===== config.mk =====
export PLATFORM = sky130hd
export DESIGN_NAME = link_failover_deadline_fsm
export DESIGN_NICKNAME = d
export VERILOG_FILES = /design/src/hw/rtl/lfd_pkg.sv /design/src/hw/rtl/lfd_cfg_regs.sv /design/src/hw/rtl/lfd_core.sv /design/src/hw/rtl/link_failover_deadline_fsm.sv
export VERILOG_INCLUDE_DIRS = /design/src /design/src/hw/rtl
export SDC_FILE = /design/constraint.sdc
export NUM_CORES = 1
export LEC_CHECK = 0
export BUFFER_PORTS_ARGS = -buffer_cell sky130_fd_sc_hd__buf_2
export CAP_MARGIN = 20
export CORE_UTILIZATION = 40
export DETAILED_ROUTE_END_ITERATION = 6
export SKIP_LAST_GASP = 1
export SYNTH_ARGS = -nofsm -noshare
export SYNTH_HDL_FRONTEND = slang
export SYNTH_SLANG_ARGS = --single-unit

===== constraint.sdc =====
create_clock -name clk -period 5.1 [get_ports clk]
set_input_delay 0.765 -clock clk [delete_from_list [all_inputs] [get_ports clk]]
set_output_delay 0.765 -clock clk [all_outputs]
set_load 0.005 [all_outputs]

===== src/hw/rtl/link_failover_deadline_fsm_assert.svh =====
// Assertion macros used by the failover supervisor core (lfd_core).
// Define ASSERT_OFF to compile every check away.
`ifndef LINK_FAILOVER_DEADLINE_FSM_ASSERT_SVH
`define LINK_FAILOVER_DEADLINE_FSM_ASSERT_SVH

`ifndef ASSERT_OFF
// Clocked check, disabled while reset is high.
`define LFD_ASSERT(lbl, clk, rst, prop, msg) \
  lbl: assert property (@(posedge clk) disable iff (rst) prop) else $error(msg);
// Clocked check that also holds during reset.
`define LFD_ASSERT_ALWAYS(lbl, clk, prop, msg) \
  lbl: assert property (@(posedge clk) prop) else $error(msg);
`else
`define LFD_ASSERT(lbl, clk, rst, prop, msg)
`define LFD_ASSERT_ALWAYS(lbl, clk, prop, msg)
`endif

`endif


===== src/hw/rtl/lfd_pkg.sv =====
// Types, codes and widths shared by the failover supervisor modules.
// No dependencies.
package lfd_pkg;

  localparam int TIME_W = 32;
  localparam int IN_W   = 40;  // 35 payload bits padded to whole bytes
  localparam int OUT_W  = 40;  // 37 payload bits padded to whole bytes
  localparam int CFG_W  = 32;

  typedef enum logic [1:0] {
    MODE_PRIMARY  = 2'd0,
    MODE_OFF_PEND = 2'd1,
    MODE_FALLBACK = 2'd2,
    MODE_RET_PEND = 2'd3
  } mode_t;

  typedef enum logic [1:0] {
    ACT_NONE  = 2'd0,
    ACT_ENTER = 2'd1,
    ACT_EXIT  = 2'd2
  } action_t;

  typedef enum logic [1:0] {
    REG_ENABLE          = 2'd0,
    REG_OFFLINE_TIMEOUT = 2'd1,
    REG_RETURN_DELAY    = 2'd2,
    REG_MANUAL_STAY     = 2'd3
  } reg_index_t;

  typedef struct packed {
    logic              enable;
    logic [TIME_W-1:0] offline_timeout;
    logic [TIME_W-1:0] return_delay;
    logic              manual_stay;
  } cfg_t;

  typedef struct packed {
    logic              rules_active;
    logic              session_up;
    logic              link_ready;
    logic [TIME_W-1:0] now_time;
  } tick_t;

  typedef struct packed {
    logic [TIME_W-1:0] armed_deadline;
    action_t           action;
    logic              mode_changed;
    mode_t             next_mode;
  } result_t;

endpackage


===== src/hw/rtl/lfd_cfg_regs.sv =====
// Configuration register file of the failover supervisor.
// Depends on lfd_pkg.
module lfd_cfg_regs import lfd_pkg::*; (
  input  logic             clk,
  input  logic             rst,
  input  logic             cfg_we,
  input  logic [1:0]       cfg_index,
  input  logic [CFG_W-1:0] cfg_wdata,
  output cfg_t             cfg
);

  always_ff @(posedge clk) begin
    if (rst) begin
      cfg <= '0;
    end else if (cfg_we) begin
      case (reg_index_t'(cfg_index))
        REG_ENABLE:          cfg.enable          <= cfg_wdata[0];
        REG_OFFLINE_TIMEOUT: cfg.offline_timeout <= cfg_wdata[TIME_W-1:0];
        REG_RETURN_DELAY:    cfg.return_delay    <= cfg_wdata[TIME_W-1:0];
        REG_MANUAL_STAY:     cfg.manual_stay     <= cfg_wdata[0];
        default: ;
      endcase
    end
  end

endmodule


===== src/hw/rtl/lfd_core.sv =====
// Mode state machine and deadline register of the failover supervisor.
// Depends on lfd_pkg and link_failover_deadline_fsm_assert.svh.
`include "link_failover_deadline_fsm_assert.svh"

module lfd_core import lfd_pkg::*; (
  input  logic    clk,
  input  logic    rst,
  input  cfg_t    cfg,
  input  logic    adv,
  input  tick_t   tick,
  output result_t res
);

  mode_t             mode;
  mode_t             mode_next;
  logic [TIME_W-1:0] deadline;
  logic [TIME_W-1:0] deadline_next;
  logic [TIME_W-1:0] elapsed;
  logic              avail;
  logic              reached;

  always_ff @(posedge clk) begin
    if (rst) begin
      mode     <= MODE_PRIMARY;
      deadline <= '0;
    end else if (adv) begin
      mode     <= mode_next;
      deadline <= deadline_next;
    end
  end

  // The deadline counts as reached when now - deadline is not negative
  // as a signed 32-bit value, which survives wraparound of the clock.
  assign elapsed = tick.now_time - deadline;
  assign reached = ~elapsed[TIME_W-1];
  assign avail   = tick.link_ready & tick.session_up;

  always_comb begin
    mode_next        = mode;
    deadline_next    = deadline;
    res.mode_changed = 1'b0;
    res.action       = ACT_NONE;
    if (!cfg.enable) begin
      if (mode != MODE_PRIMARY) begin
        mode_next        = MODE_PRIMARY;
        deadline_next    = '0;
        res.mode_changed = 1'b1;
      end
      if (tick.rules_active) res.action = ACT_EXIT;
    end else begin
      case (mode)
        MODE_PRIMARY: begin
          if (!avail && (cfg.offline_timeout != '0)) begin
            mode_next        = MODE_OFF_PEND;
            deadline_next    = tick.now_time + cfg.offline_timeout;
            res.mode_changed = 1'b1;
          end
        end
        MODE_OFF_PEND: begin
          if (avail) begin
            mode_next        = MODE_PRIMARY;
            deadline_next    = '0;
            res.mode_changed = 1'b1;
          end else if (reached) begin
            res.action       = ACT_ENTER;
            mode_next        = MODE_FALLBACK;
            deadline_next    = '0;
            res.mode_changed = 1'b1;
          end
        end
        MODE_FALLBACK: begin
          // While manual stay is set the block stays in fallback.
          if (avail && !cfg.manual_stay) begin
            if (cfg.return_delay == '0) begin
              res.action    = ACT_EXIT;
              mode_next     = MODE_PRIMARY;
              deadline_next = '0;
            end else begin
              mode_next     = MODE_RET_PEND;
              deadline_next = tick.now_time + cfg.return_delay;
            end
            res.mode_changed = 1'b1;
          end
        end
        default: begin
          if (!avail) begin
            mode_next        = MODE_FALLBACK;
            deadline_next    = '0;
            res.mode_changed = 1'b1;
          end else if (reached) begin
            res.action       = ACT_EXIT;
            mode_next        = MODE_PRIMARY;
            deadline_next    = '0;
            res.mode_changed = 1'b1;
          end
        end
      endcase
    end
    res.next_mode      = mode_next;
    res.armed_deadline = deadline_next;
  end

  `LFD_ASSERT(a_primary_no_deadline, clk, rst, (mode == MODE_PRIMARY) |-> (deadline == 32'd0), "primary mode holds a deadline")
  `LFD_ASSERT(a_fallback_no_deadline, clk, rst, (mode == MODE_FALLBACK) |-> (deadline == 32'd0), "fallback mode holds a deadline")
  `LFD_ASSERT(a_disabled_forces_primary, clk, rst, (adv && !cfg.enable) |=> (mode == MODE_PRIMARY), "disabled tick left a non-primary mode")
  `LFD_ASSERT(a_enter_from_pending, clk, rst, (adv && (res.action == ACT_ENTER)) |-> (mode == MODE_OFF_PEND), "fallback entered from a mode other than offline pending")

endmodule


===== src/hw/rtl/link_failover_deadline_fsm.sv =====
// Failover supervisor: one evaluation tick in, one mode decision out.
//
// Input stream s_*: each item is one tick carrying the current millisecond
// time and the link, session and rules flags. Output stream m_*: one item per
// tick with the new mode, a changed flag, the fallback action and the deadline
// that is armed after the tick. The configuration port writes one register
// per cycle while cfg_we is high and should only be used while no item is in
// flight.
//
// An accepted tick sits in an input register, then the mode machine evaluates
// it as it leaves that register and the result is captured in the output
// register, which raises m_tvalid. A new tick is taken every clock while the
// output is not stalled by m_tready; the mode and deadline registers, updated
// as each tick leaves the input register, allow that rate. When m_tready is
// low the output register holds its item, the input register fills behind it
// and s_tready drops. Reset clears the valid flags of both registers, all
// configuration, and puts the machine in primary mode with no deadline.
// Depends on lfd_pkg, lfd_cfg_regs and lfd_core.
module link_failover_deadline_fsm import lfd_pkg::*; (
  input  logic             clk,
  input  logic             rst,
  input  logic             s_tvalid,
  output logic             s_tready,
  // now_time[31:0], link_ready[32], session_up[33], rules_active[34], zero pad
  input  logic [IN_W-1:0]  s_tdata,
  output logic             m_tvalid,
  input  logic             m_tready,
  // next_mode[1:0], mode_changed[2], action[4:3], armed_deadline[36:5], zero pad
  output logic [OUT_W-1:0] m_tdata,
  input  logic             cfg_we,
  input  logic [1:0]       cfg_index,
  input  logic [CFG_W-1:0] cfg_wdata
);

  cfg_t    cfg;
  tick_t   tick;
  result_t res;
  logic    in_valid;
  logic    out_free;
  logic    adv;

  lfd_cfg_regs u_cfg (
    .clk       (clk),
    .rst       (rst),
    .cfg_we    (cfg_we),
    .cfg_index (cfg_index),
    .cfg_wdata (cfg_wdata),
    .cfg       (cfg)
  );

  lfd_core u_core (
    .clk  (clk),
    .rst  (rst),
    .cfg  (cfg),
    .adv  (adv),
    .tick (tick),
    .res  (res)
  );

  assign out_free = !m_tvalid || m_tready;
  assign adv      = in_valid && out_free;
  assign s_tready = !in_valid || out_free;

  always_ff @(posedge clk) begin
    if (rst) begin
      in_valid <= 1'b0;
    end else if (s_tready) begin
      in_valid <= s_tvalid;
    end
  end

  always_ff @(posedge clk) begin
    if (s_tready && s_tvalid) begin
      tick <= s_tdata[$bits(tick_t)-1:0];
    end
  end

  always_ff @(posedge clk) begin
    if (rst) begin
      m_tvalid <= 1'b0;
    end else if (out_free) begin
      m_tvalid <= in_valid;
    end
  end

  always_ff @(posedge clk) begin
    if (adv) begin
      m_tdata <= {{(OUT_W-$bits(result_t)){1'b0}}, res};
    end
  end

endmodule

**Yosys cells after proc, flatten, opt, wreduce, memory -nomap -nowiden**

Cells that the tools add are included.

- Bits in registers: 174
- Bits in latches: 0
- RAM bits: 0
- Memory bits (read-only): 0
- Input port bits: 79
- Memories: 0

- Add/sub/neg operators: 3
- Multipliers: 0
- Div/mod/pow operators: 0
- Magnitude comparators: 0
- Equal/unequal tests: 5
- Shifts and indexed selects: 0
- Multiplexer cells: 33
- Bitwise gates (word level): 1
- Reductions and logical operators: 19

Operators with widths:

| cell | number |
|---|---|
| 2-to-1 mux 32 bit | 8 |
| one-hot mux 32 bit (3 select lines) | 1 |
| adder 32 bit | 2 |
| logical NOT 32 bit | 1 |
| nonzero test 32 bit | 1 |
| subtractor 32 bit | 1 |
| 2-to-1 mux 2 bit | 14 |
| one-hot mux 2 bit (3 select lines) | 2 |
| 2-to-1 mux 3 bit | 3 |
| AND reduction 2 bit | 4 |
| == test 2 bit, second input constant | 3 |
| == test 2 x 1 -> 1 bit, second input constant | 2 |
| logical AND 1 bit | 4 |
| logical NOT 1 bit | 4 |
| logical NOT 2 bit | 2 |
| 2-to-1 mux 1 bit | 4 |
| one-hot mux 1 bit (3 select lines) | 1 |
| logical OR 1 bit | 2 |
| nonzero test 2 bit | 1 |
| bitwise AND 1 bit | 1 |

**Logic depth before layout (Yosys ltp)**

- Word-level depth: 6
- Gate-level depth with buffers: 13
- Gate-level depth less buffers: 13

**Cells and area by module**

A second synthesis with hierarchy kept.

- Cells, all modules: 1,202
- Area total of the unflattened synthesis: 11,220.8 µm²

Modules (own cells, without submodules):

| module | times used | cells an instance | area each (µm²) | seq. area each (µm²) |
|---|---|---|---|---|
| lfd_core | 1 | 862 | 6,157.2 | 680.7 |
| lfd_cfg_regs | 1 | 254 | 2,771.4 | 1,321.3 |
| link_failover_deadline_fsm | 1 | 86 | 2,292.2 | 2,202.1 |

**Worst setup path before layout**

Ideal clock, no wire load.

- Path kind: register -> register
- From: register tick[0] (netlist name)
- To: register m_tdata[31] (data pin)
- Library setup time: 0.274 ns
- Arrival: 2.649 ns
- Required time: 4.826 ns
- Setup slack: 2.176 ns
- Cell stages (with the launch flop): 14
- Clock period less this slack: 2.924 ns
- Cell sequence: edfxtp_1 > ha_1 > inv_1 > fa_1 > nand2b_1 > a211oi_2 > o21bai_1 > o21ai_1 > a21oi_1 > o21a_1 > o31ai_1 > xor2_1 > a22oi_1 > o221ai_1

RTL lines:

| what | line | RTL |
|---|---|---|
| to (signal assigned) | link_failover_deadline_fsm.sv:88 | `m_tdata <= {{(OUT_W-$bits(result_t)){1'b0}}, res};` |
| to (decl) | link_failover_deadline_fsm.sv:29 | `output logic [OUT_W-1:0] m_tdata,` |

==> flow_metrics.tcl <==
set metrics [dict create \
    slowest_stage "edfxtp_1" \
    worst_slack_ns 1.49 \
    finalWeightedCongestion 0.922 \
    clkTransAtPathRegs_ns 0.08 \
    fmax_mhz 277 \
    hp-class "reg -> reg" \
    min_period_over_period 0.709 \
    die_w_um 169 \
    crit_arrival_ns 3.93 \
    criticalPathCategory "reg -> reg" \
    cp_max_fo 5 \
    holdBufCountCts 0 \
    synth_xor_area_frac 0.0391 \
    layout-drive-gt1-share 0.132 \
    start_util 0.411 \
    finalCriticalPeriod_ns 3.61 \
    core-area_sq_um 27300 \
    synth_warnings 0 \
    worstSkewPairLatency_ns 0.44 \
    post_cts_buffers 0 \
    drt_iter0_drc 851 \
    postSynthAreaPerCell_sq_um 8.41 \
    netlist_instances 1332 \
    dp_hpwl_um 26000 \
    post-synth-top-area-cell "edfxtp_1" \
    synth_seq_cells 174 \
    syn-cell-area_sq_um 11200 \
    slew_headroom 0.341 \
    synth_compound_area_frac 0.245 \
    cp_num_buf_inv 0 \
    r2r-end "m_tdata[34]$_DFFE_PP_" \
    start_kind "flop" \
    root_buffer "clkbuf_16" \
    setup_viol 0 \
    clock-sinks 174 \
    grt_start_max_net_pins 79 \
    ys_seq_area_frac 0.375 \
    synth_fa_ha_area_frac 0.106 \
    antenna_found_initial 0 \
    grt_pass1_vias 9112 \
    worst_pin_slew_ns 0.989 \
    h-tree-depth 4 \
    fin_worst_skew_ns 0.00794 \
    track_usage 0.236 \
    cts_buffers 17 \
    synth_most_common_cell "nand2_1" \
    crit_top_cell "a211oi_1" \
    routedWlPerCell_um 18.7 \
    slew_violations 0 \
    crit_family "compound AO/OA/AOI/OAI gates" \
    synth_flop_cell "dfxtp_1" \
    rows 60 \
    p_total_uw 3460 \
    rsz0062_at_grt "false" \
    reg2reg_from "tick[1]$_DFFE_PP_" \
    firstDrtPassIters 7 \
    tritoncts "built" \
    yosys-top-cells-count "nand2_1 (240), a21oi_1 (182), dfxtp_1 (102), ha_1 (92), nor2_1 (81)" \
    die-area_sq_um 28700 \
    boundaryPins 121 \
    portBuffers 112 \
    routed_via_density 5.52 \
    synth_top_family_by_area "compound AO/OA/AOI/OAI gates" \
    synth-simple-area-share 0.186 \
    nets 1594 \
    power.leakage_uw 0.00510 \
    area_growth_pct 13.2 \
    status "completed" \
    vias 9978 \
    holdPathStages 2 \
    synthArstFlopShare 0 \
    ff2ff_path_depth 11 \
    diodes 0 \
    min_to "u_cfg.cfg[41]$_SDFFE_PP0P_" \
    required_ns 5.41 \
    die_y_um 169 \
    reg2reg_slack_ns 1.49 \
    cellPowerDensity_nw_per_um2 273 \
    cts_resized 0 \
    maxCapViolations 0 \
    synthMuxAreaShare 0.00893 \
    ant_nets 0 \
    synth_edf_count 72 \
    preCtsSetupSlack_ns 1.56 \
    num-fill-cells 2686 \
    synth.area.top_cells "edfxtp_1 (19%), dfxtp_1 (18%), ha_1 (10%)" \
    vdd_drop_max_uv 161 \
    clock_path_buffers 2 \
    hold_start "u_cfg.cfg[41]$_SDFFE_PP0P_" \
    ys_types 78 \
    cp_slowest_stage_delay_ns 0.49 \
    drt-total-wl_um 33700 \
    path_cells "ha_1, a211oi_1, nor2_1, o31ai_1, a211oi_1, o21ai_1, a21oi_1, o41ai_2, mux2i_1, o211ai_1, nand2_1" \
    route.detailed.drc 0 \
    finalHoldViolations 0 \
    grt_overflow 0 \
    fin_setup_tns_ns 0 \
    grt_pass1_wl_um 51700 \
    cp-end-kind "flop" \
    synth_top_area_share 0.193 \
]
layout make-up:
cell class,count,area [sq um],share of cell area
well taps,372,465,0.0367
repair buffers,125,658,0.0519
clock buffers,17,425,0.0335
flip-flops and latches,174,4200,0.331
inverters,56,210,0.0166
clock inverters,15,145,0.0114
multi-input cells,1047,6580,0.518
stage by stage:
step / instances / hold slack (ns) / instance area [sq um] / utilization
after global routing: 1806 / 0.476 / 12700 / 0.465
after floorplan: 1334 / 0.450 / 11200 / -
final: 1806 / 0.481 / 12700 / 0.465
after detailed placement: 1774 / 0.471 / 12100 / 0.445
after global placement: 1774 / 0.463 / 12100 / 0.445
after CTS: 1806 / 0.480 / 12700 / 0.465
state kept, by name, indices dropped and copies added, names as in the netlist:
name / count
tick: 35
m_tvalid: 1
u_cfg.cfg: 66
m_tdata: 37
u_core.mode: 2
u_core.deadline: 32
in_valid: 1
worst min-delay path, delay by kind of cell, from the launching register on:
family / cells / cell delay (ns)
compound gates: 1 / 0.05
flops: 1 / 0.33
simple gates: 1 / 0.06
cells in the final DEF (no fill, tap or decap), types with 8 or more instances in the layout:
cell type and n:
a211oi_1 19, a21o_1 32, a21oi_1 182, a31oi_1 13, and2_1 10, buf_2 112
buf_4 13, clkbuf_16 17, dfxtp_1 102, edfxtp_1 72, ha_1 92, inv_1 54
mux2i_1 10, nand2_1 240, nand2b_1 18, nand3_1 17, nand4_1 13, nor2_1 80
nor2b_1 9, nor3_1 19, nor4_1 17, o211ai_1 12, o21a_1 15, o21ai_0 68
o21ai_1 8, o21bai_1 8, xnor2_1 29, xor2_1 21
where the power goes:
part           switching, uW  internal [uW]  total, uW
combinational            369            221        590
sequential              56.7           1510       1570
clock                    652            653       1310
logic make-up (layout without fill, tap and decap cells):
group / Yosys count / after routing
mux: 10 / 10
buf+inv: 113 / 213
fa+ha+maj: 94 / 94
flops: 174 / 174
other cells: 1 / 3
simple gates: 458 / 458
compound gates: 432 / 432
xor+xnor: 50 / 50
how the worst max path moves through the flow:
stage | startpoint | cells past startpoint | slack, ns | end
after floorplan | tick[0]$_DFFE_PP_ | 13 | 2.18 | m_tdata[31]$_DFFE_PP_
after global placement | tick[1]$_DFFE_PP_ | 11 | 1.56 | m_tdata[34]$_DFFE_PP_
after detailed placement | tick[1]$_DFFE_PP_ | 11 | 1.56 | m_tdata[34]$_DFFE_PP_
after CTS | tick[1]$_DFFE_PP_ | 11 | 1.52 | m_tdata[34]$_DFFE_PP_
after global routing | tick[1]$_DFFE_PP_ | 11 | 1.22 | m_tdata[34]$_DFFE_PP_
final | tick[1]$_DFFE_PP_ | 11 | 1.49 | m_tdata[34]$_DFFE_PP_
per-layer routing:
| layer | routed length (um) | global-route usage | share of wire | vias up |
|---|---|---|---|---|
| li1 | - | - | - | 5007 |
| met1 | 17200 | 0.359 | 0.51 | 4603 |
| met2 | 13700 | 0.337 | 0.40 | 324 |
| met3 | 1940 | 0.0296 | 0.057 | 44 |
| met4 | 926 | 0.0905 | 0.027 | 0 |
| met5 | 0 | 0 | 0 | - |
(Power assumes the default switching activity.)
